File: src/hw/rtl/acc_enc_pkg.sv
`timescale 1ns / 1ps

package acc_enc_pkg;

    // Configuration register indexes
    typedef enum logic [2:0] {
        REG_PRESET_ENABLE  = 3'd0,
        REG_MAX_TARGET     = 3'd1,
        REG_MIN_TARGET     = 3'd2,
        REG_WINDOW_MS      = 3'd3,
        REG_RESET_GAP_MS   = 3'd4,
        REG_FAST_THRESHOLD = 3'd5
    } cfg_reg_t;

    localparam int CFG_DATA_W = 16;

    // Reset values of the configuration registers
    localparam logic [9:0]  MAX_TARGET_RST     = 10'd450;
    localparam logic [9:0]  MIN_TARGET_RST     = 10'd200;
    localparam logic [15:0] WINDOW_MS_RST      = 16'd1000;
    localparam logic [15:0] RESET_GAP_MS_RST   = 16'd800;
    localparam logic [7:0]  FAST_THRESHOLD_RST = 8'd3;

    // Target and step constants
    localparam logic [9:0]  TARGET_RST   = 10'd300;
    localparam logic [9:0]  PRESET_BASE  = 10'd300;
    localparam logic [9:0]  PRESET_PITCH = 10'd50;
    localparam logic [1:0]  SLOT_MIN     = 2'd1;
    localparam logic [1:0]  SLOT_MAX     = 2'd3;
    localparam logic [5:0]  STEP_BASE    = 6'd5;
    localparam logic [7:0]  MAX_LEVEL    = 8'd4;
    localparam logic [7:0]  FAST_SAT     = 8'd255;
    localparam logic [15:0] HITS_SAT     = 16'd65535;

    typedef struct packed {
        logic [31:0] now_ms;
        logic        increase;
    } in_item_t;

    typedef struct packed {
        logic [9:0] target_temp;
        logic [5:0] applied_step;
        logic [1:0] preset_index;
    } out_item_t;

endpackage

File: src/hw/rtl/accelerated_encoder_setpoint.sv
`timescale 1ns / 1ps

// Channel   Direction  Handshake              Payload
// -------   ---------  ---------------------  --------------------------------------
// in        input      in_valid / in_ready    in_item  (now_ms, increase)
// out       output     out_valid / out_ready  out_item (target_temp, applied_step,
//                                                       preset_index)
// cfg       input      cfg_we (no wait)       cfg_index, cfg_data
//
// One item per cycle while in_ready is high. An accepted item is fully processed in
// the cycle it is accepted: the tracker and target state update at that edge and
// the result lands in the output register, visible in the following cycle.
// in_ready is high while the output register is empty or being drained, so a
// stalled consumer holds at most one finished item and back-pressures input.
// Reset (rst_n, async, active low) restores the configuration defaults, an
// uninitialized rate tracker, target 300 and preset slot 1.

module accelerated_encoder_setpoint
(
    input  logic                                clk,
    input  logic                                rst_n,

    input  logic                                in_valid,
    output logic                                in_ready,
    input  acc_enc_pkg::in_item_t               in_item,

    output logic                                out_valid,
    input  logic                                out_ready,
    output acc_enc_pkg::out_item_t              out_item,

    input  logic                                cfg_we,
    input  logic [2:0]                          cfg_index,
    input  logic [acc_enc_pkg::CFG_DATA_W-1:0]  cfg_data
);

    // Configuration registers
    logic        preset_enable_reg;
    logic [9:0]  max_target_reg;
    logic [9:0]  min_target_reg;
    logic [15:0] window_ms_reg;
    logic [15:0] reset_gap_ms_reg;
    logic [7:0]  fast_threshold_reg;

    // Tracker and target state
    logic [31:0] last_time_reg,    last_time_next;
    logic [31:0] window_start_reg, window_start_next;
    logic [15:0] window_hits_reg,  window_hits_next;
    logic [7:0]  fast_seconds_reg, fast_seconds_next;
    logic [9:0]  target_reg,       target_next;
    logic [1:0]  slot_reg,         slot_next;

    // Output register
    logic                   out_valid_reg;
    acc_enc_pkg::out_item_t out_item_reg, out_item_next;

    logic in_fire;

    assign in_ready  = !out_valid_reg || out_ready;
    assign in_fire   = in_valid && in_ready;
    assign out_valid = out_valid_reg;
    assign out_item  = out_item_reg;

    // ------------------------------------------------------------------
    // Rate tracker. The uninitialized and long-gap cases both restart the
    // window at now_ms, so the window test then reduces to window_ms == 0.
    // Both subtractions run in parallel.
    // ------------------------------------------------------------------
    logic        uninit;
    logic [31:0] gap_diff;
    logic [31:0] win_diff;
    logic        restart;
    logic        expired;
    logic [15:0] hits_eff;
    logic [7:0]  fast_eff;
    logic [15:0] hits_trk;
    logic [7:0]  fast_trk;
    logic [31:0] ws_trk;
    logic [5:0]  trk_step;

    always_comb
    begin
        uninit   = (last_time_reg == 32'd0);
        gap_diff = in_item.now_ms - last_time_reg;
        win_diff = in_item.now_ms - window_start_reg;
        restart  = uninit || (gap_diff > {16'd0, reset_gap_ms_reg});
        if (restart)
        begin
            expired  = (window_ms_reg == 16'd0);
            hits_eff = 16'd0;
            fast_eff = 8'd0;
            ws_trk   = in_item.now_ms;
        end
        else
        begin
            expired  = (win_diff >= {16'd0, window_ms_reg});
            hits_eff = window_hits_reg;
            fast_eff = fast_seconds_reg;
            ws_trk   = window_start_reg;
        end

        hits_trk = hits_eff;
        fast_trk = fast_eff;
        if (expired)
        begin
            // settle the finished window
            if (hits_eff > {8'd0, fast_threshold_reg})
            begin
                if (fast_eff < acc_enc_pkg::FAST_SAT)
                begin
                    fast_trk = fast_eff + 8'd1;
                end
            end
            else
            begin
                fast_trk = 8'd0;
            end
            hits_trk = 16'd0;
            ws_trk   = in_item.now_ms;
        end
        if (hits_trk < acc_enc_pkg::HITS_SAT)
        begin
            hits_trk = hits_trk + 16'd1;
        end

        // step: 5 when slow, else 10 per fast-second level up to level 4
        if (fast_trk == 8'd0)
        begin
            trk_step = acc_enc_pkg::STEP_BASE;
        end
        else if (fast_trk >= acc_enc_pkg::MAX_LEVEL)
        begin
            trk_step = 6'd40;
        end
        else
        begin
            trk_step = {1'b0, fast_trk[1:0], 3'b000} + {2'b00, fast_trk[1:0], 1'b0};
        end
    end

    // ------------------------------------------------------------------
    // Target update and preset stepping
    // ------------------------------------------------------------------
    logic        attempt;
    logic [9:0]  floor_v;
    logic [10:0] up_sum;
    logic [10:0] dn_diff;
    logic [1:0]  slot_base;
    logic [1:0]  slot_new;
    logic [5:0]  step_used;
    logic [9:0]  preset_target;

    always_comb
    begin
        floor_v = (min_target_reg >= 10'd5) ? (min_target_reg - 10'd5) : 10'd0;
        attempt = in_item.increase ? (target_reg < max_target_reg)
                                   : (target_reg >= min_target_reg);
        step_used = attempt ? trk_step : 6'd0;
        up_sum  = {1'b0, target_reg} + {5'd0, step_used};
        dn_diff = {1'b0, target_reg} - {5'd0, step_used};

        // a zero slot is treated as the first preset
        slot_base = (slot_reg == 2'd0) ? acc_enc_pkg::SLOT_MIN : slot_reg;
        slot_new  = slot_base;
        if (in_item.increase)
        begin
            if (slot_base < acc_enc_pkg::SLOT_MAX)
            begin
                slot_new = slot_base + 2'd1;
            end
        end
        else if (slot_base > acc_enc_pkg::SLOT_MIN)
        begin
            slot_new = slot_base - 2'd1;
        end

        unique case (slot_new)
            2'd2:    preset_target = acc_enc_pkg::PRESET_BASE + acc_enc_pkg::PRESET_PITCH;
            2'd3:    preset_target = acc_enc_pkg::PRESET_BASE
                                     + {acc_enc_pkg::PRESET_PITCH[8:0], 1'b0};
            default: preset_target = acc_enc_pkg::PRESET_BASE;
        endcase

        last_time_next    = last_time_reg;
        window_start_next = window_start_reg;
        window_hits_next  = window_hits_reg;
        fast_seconds_next = fast_seconds_reg;
        target_next       = target_reg;
        slot_next         = slot_reg;

        if (preset_enable_reg)
        begin
            slot_next   = slot_new;
            target_next = preset_target;
        end
        else
        begin
            if (attempt)
            begin
                last_time_next    = in_item.now_ms;
                window_start_next = ws_trk;
                window_hits_next  = hits_trk;
                fast_seconds_next = fast_trk;
            end
            if (in_item.increase)
            begin
                // clamp applies even when no step was taken
                target_next = (up_sum > {1'b0, max_target_reg}) ? max_target_reg
                                                                 : up_sum[9:0];
            end
            else
            begin
                // dn_diff wraps negative into bit 10
                target_next = (dn_diff[10] || (dn_diff[9:0] < floor_v)) ? floor_v
                                                                        : dn_diff[9:0];
            end
        end

        out_item_next.target_temp  = target_next;
        out_item_next.applied_step = preset_enable_reg ? 6'd0 : step_used;
        out_item_next.preset_index = slot_next;
    end

    // ------------------------------------------------------------------
    // Registers
    // ------------------------------------------------------------------
    always_ff @(posedge clk or negedge rst_n)
    begin
        if (!rst_n)
        begin
            preset_enable_reg  <= 1'b0;
            max_target_reg     <= acc_enc_pkg::MAX_TARGET_RST;
            min_target_reg     <= acc_enc_pkg::MIN_TARGET_RST;
            window_ms_reg      <= acc_enc_pkg::WINDOW_MS_RST;
            reset_gap_ms_reg   <= acc_enc_pkg::RESET_GAP_MS_RST;
            fast_threshold_reg <= acc_enc_pkg::FAST_THRESHOLD_RST;
            last_time_reg      <= 32'd0;
            window_start_reg   <= 32'd0;
            window_hits_reg    <= 16'd0;
            fast_seconds_reg   <= 8'd0;
            target_reg         <= acc_enc_pkg::TARGET_RST;
            slot_reg           <= acc_enc_pkg::SLOT_MIN;
            out_valid_reg      <= 1'b0;
        end
        else
        begin
            if (cfg_we)
            begin
                unique case (acc_enc_pkg::cfg_reg_t'(cfg_index))
                    acc_enc_pkg::REG_PRESET_ENABLE:  preset_enable_reg  <= cfg_data[0];
                    acc_enc_pkg::REG_MAX_TARGET:     max_target_reg     <= cfg_data[9:0];
                    acc_enc_pkg::REG_MIN_TARGET:     min_target_reg     <= cfg_data[9:0];
                    acc_enc_pkg::REG_WINDOW_MS:      window_ms_reg      <= cfg_data[15:0];
                    acc_enc_pkg::REG_RESET_GAP_MS:   reset_gap_ms_reg   <= cfg_data[15:0];
                    acc_enc_pkg::REG_FAST_THRESHOLD: fast_threshold_reg <= cfg_data[7:0];
                    default: ;
                endcase
            end

            if (in_fire)
            begin
                last_time_reg    <= last_time_next;
                window_start_reg <= window_start_next;
                window_hits_reg  <= window_hits_next;
                fast_seconds_reg <= fast_seconds_next;
                target_reg       <= target_next;
                slot_reg         <= slot_next;
                out_valid_reg    <= 1'b1;
            end
            else if (out_ready)
            begin
                out_valid_reg <= 1'b0;
            end
        end
    end

    // payload register, no reset needed
    always_ff @(posedge clk)
    begin
        if (in_fire)
        begin
            out_item_reg <= out_item_next;
        end
    end

endmodule

File: config.mk
export PLATFORM = sky130hd
export DESIGN_NAME = accelerated_encoder_setpoint
export DESIGN_NICKNAME = d
export VERILOG_FILES = /design/src/hw/rtl/acc_enc_pkg.sv /design/src/hw/rtl/accelerated_encoder_setpoint.sv
export SDC_FILE = /design/constraint.sdc
export NUM_CORES = 1
export LEC_CHECK = 0
export ABC_AREA = 1
export BUFFER_PORTS_ARGS = -buffer_cell sky130_fd_sc_hd__buf_2
export CAP_MARGIN = 10
export CORE_ASPECT_RATIO = 0.7
export CORE_MARGIN = 3
export CORE_UTILIZATION = 25
export CTS_BUF_LIST = sky130_fd_sc_hd__clkbuf_8
export CTS_CLUSTER_DIAMETER = 30
export DETAILED_ROUTE_END_ITERATION = 10
export HOLD_SLACK_MARGIN = 0.12
export PLACE_DENSITY_LB_ADDON = 0.15
export SLEW_MARGIN = 40
export SYNTH_ARGS = -nofsm -noshare
export SYNTH_HDL_FRONTEND = slang
export SYNTH_SLANG_ARGS = --single-unit
export TNS_END_PERCENT = 50
File: constraint.sdc
create_clock -name clk -period 7.9 [get_ports clk]
set_input_delay 1.58 -clock clk [delete_from_list [all_inputs] [get_ports clk]]
set_output_delay 1.58 -clock clk [all_outputs]
set_load 0.02 [all_outputs]
==> impl_metrics.tcl <==
set metrics [dict create \
    status "finished, violations left" \
    violations "negative setup slack" \
    arrival_ps 9480 \
    synth_area_per_cell_um2 6.38 \
    tightestPinTransition_ps 719 \
    drtIter0Drc 1387 \
    reg2regPathDepth 70 \
    crit_path_frequent_cell "buf_4" \
    path_delay_family "buffers and inverters" \
    crit_buf_inv 37 \
    synth_area_leader_cell "dfrtp_1" \
    hold_viol 0 \
    initial_core_util_pct 25.5 \
    relSlewSlack_pct 52.1 \
    antenna_found_initial 1 \
    viasPerCell 4.47 \
    fp-row-count 79 \
    critPathLaunchType "input port" \
    peakVddDrop_mv 0.213 \
    total_power_mw 8.56 \
    synth-edff-count 18 \
    slew_violations 0 \
    placed_area_um2 21600 \
    io_pins 77 \
    dr.pass1.iters 5 \
    yosys_warnings 0 \
    ant_nets 0 \
    drive_above_1_share_pct 26.7 \
    hold_path.class "reg2reg" \
    hp-start "last_time_reg[30]$_DFFE_PN0P_" \
    design_area_um2 23500 \
    ctsHoldBuffers 0 \
    synth_area_um2 17100 \
    clkSlewWorstSetupHoldPaths_ps 110 \
    place.port_buffers 76 \
    r2r-start "last_time_reg[12]$_DFFE_PN0P_" \
    fin_worst_skew_ps 27.2 \
    min_to "last_time_reg[30]$_DFFE_PN0P_" \
    leakage_nw 12.7 \
    grt_use_total_pct 18.8 \
    tritoncts.num_buffers 17 \
    clockBufferDepth 2 \
    nets 3444 \
    path_class "in2reg" \
    setup_viol 21 \
    regToRegSetupSlack_ps -500 \
    cp-end-kind "register" \
    syn_nets 2896 \
    tritoncts "done" \
    drt-total-wl_mm 67.0 \
    htreeDepth 4 \
    synth-main-ff-cell "dfrtp_1" \
    wl_per_cell_um 16.2 \
    worst-path-max-fanout 7 \
    synth_seq_cells 180 \
    die_width_um 319 \
    async_reset_ff_share_pct 90.0 \
    pwr_density_cell_nw_per_um2 365 \
    max_cap_viol_count 0 \
    dp_hpwl_mm 54.7 \
    grt_overflow_total 0 \
    globalplace.congestion 0.891 \
    clock_latency_ps 600 \
    rsz0062_at_grt "yes" \
    holdPathStages 2 \
    nFillCells 7284 \
    synthDistinctLibCells 61 \
    core-area_um2 67100 \
    timing.fmax_ghz 0.111 \
    min_period_ps 9010 \
    die-area_um2 71600 \
    dr_total_vias 18500 \
    cpMaxStageDelayCell "fa_2" \
    cts_root_buf "clkbuf_8" \
    cts.sinks 180 \
    critPathMaxStageDelay_ps 400 \
    layout_setup_ws_ps -1110 \
    die-height_um 225 \
    synth_top_area_share_pct 20.3 \
    areaGrowthSynthToFinish_pct 37.2 \
    synthCells 2679 \
    drc_errors 0 \
    grt_pass1_vias 17900 \
    ys_seq_area_share_pct 27.0 \
    fin_crit_sh_pct 114 \
    synthTopCellsByArea "dfrtp_1 20%, nand2_1 18%, ha_1 11%, inv_1 11%, o21ai_0 5.0%" \
    cp.required_ps 8370 \
    worstReg2RegEnd "fast_seconds_reg[4]$_DFFE_PN0P_" \
    grt_pass1_wl_mm 104 \
    grt_max_degree 80 \
]
## cell type report
cell class | instances | area [µm²] | area share, %
flip-flops and latches | 180 | 4620 | 19.7
clock buffers | 17 | 234 | 0.998
inverters | 544 | 2070 | 8.82
repair buffers | 573 | 4210 | 17.9
diodes | 1 | 2.50 | 0.0107
multi-input cells | 1910 | 11000 | 47.0
repair inverters | 1 | 7.51 | 0.0320
well taps | 891 | 1110 | 4.75
clock inverters | 15 | 181 | 0.773
## power by group
part | leakage [nW] | switching, mW | internal [mW]
logic | 10.3 | 3.54 | 2.86
clock network | 0.207 | 0.452 | 0.243
registers | 2.19 | 0.233 | 1.23
## cell families (layout without fill, tap and decap cells)
group,Yosys count,in the layout,share of synthesized area (%)
simple gates,1338,1338,33.7
buf+inv,589,1150,13.1
compound gates,354,354,11.3
flops,180,180,27.0
fa+ha+maj,160,160,11.9
xor+xnor,58,58,2.97
other cells,0,1,0
## stage by stage
step | setup WS, ps | std cells | hold slack (ps) | TNS [ps] | util [%]
2_1_floorplan | -858 | 2679 | 453 | -15650 | -
3_3_place_gp | -1760 | 4016 | 471 | -33670 | 32.2
3_5_place_dp | -1990 | 4016 | 474 | -38000 | 32.2
4_1_cts | -916 | 4116 | 501 | -18110 | 34.2
5_1_grt | -1620 | 4132 | 524 | -32510 | 34.9
6_report | -1110 | 4132 | 492 | -20540 | 34.9
## layer usage
metal  routed length (µm)  vias up  share of wire, %  track usage, %
met5                    0        -                 0               0
met4                  828        0               1.2            4.32
met3                 2760       49               4.1            2.24
met2                26400      335                39            26.9
met1                37000     8581                55            29.7
li1                     -     9488                 -               -
## tightest hold or removal path, stage by stage, from the launching register on
cell	delay [ps]
dfrtp_1	360
nand2_1	50
o21ai_0	60
## synthesized netlist by cell type (8+ instances only)
library cell	count
ha_1	156
a21oi_1	100
dfstp_2	23
clkbuf_1	36
inv_1	518
nor2_2	18
edfxtp_1	18
a31oi_1	8
nand2_1	841
nor2_1	216
o21bai_1	13
nand3b_1	8
nand4_1	58
xor2_1	55
nand3_1	118
nand2_2	19
dfrtp_1	139
o211ai_1	11
o21ai_1	22
inv_2	20
o21ai_0	170
nor3_1	21
## how the worst max path moves through the flow
stage | from | endpoint | slack (ps) | cells past startpoint
6_report | in_item[1] | fast_seconds_reg[4]$_DFFE_PN0P_ | -1110 | 69
5_1_grt | in_item[1] | target_reg[1]$_DFFE_PN0P_ | -1620 | 65
4_1_cts | in_item[1] | out_item[9]$_DFFE_PP_ | -920 | 62
3_5_place_dp | in_item[1] | target_reg[0]$_DFFE_PN0P_ | -1990 | 63
3_3_place_gp | in_item[1] | target_reg[0]$_DFFE_PN0P_ | -1760 | 62
2_1_floorplan | in_item[1] | out_item[9]$_DFFE_PP_ | -860 | 62
## layout by cell type, fill, tap and decap left out, types with 8 or more instances in the layout
cell type,count
nand3b_1,8
nor3_1,21
o21ai_1,34
ha_1,131
nand2_2,57
buf_2,74
clkbuf_8,17
edfxtp_1,18
a21oi_2,17
nor2_2,30
buf_6,14
inv_1,507
dfrtp_1,139
dfstp_2,23
nand3_2,11
buf_4,481
xor2_1,52
o211ai_1,11
nand2_1,799
nand3_1,112
inv_2,26
nor2_4,16
o21bai_1,12
a21oi_1,83
nor2_1,194
nand4_1,58
o21ai_0,154
ha_4,24
## what timing repair did
action	CTS	global route
setup endpoints to repair	20	21
buffers inserted	67	15
pin swaps	49	54
resized for setup	87	75
cloned	1	0
Note: power is estimated with default switching activity, not from simulation.
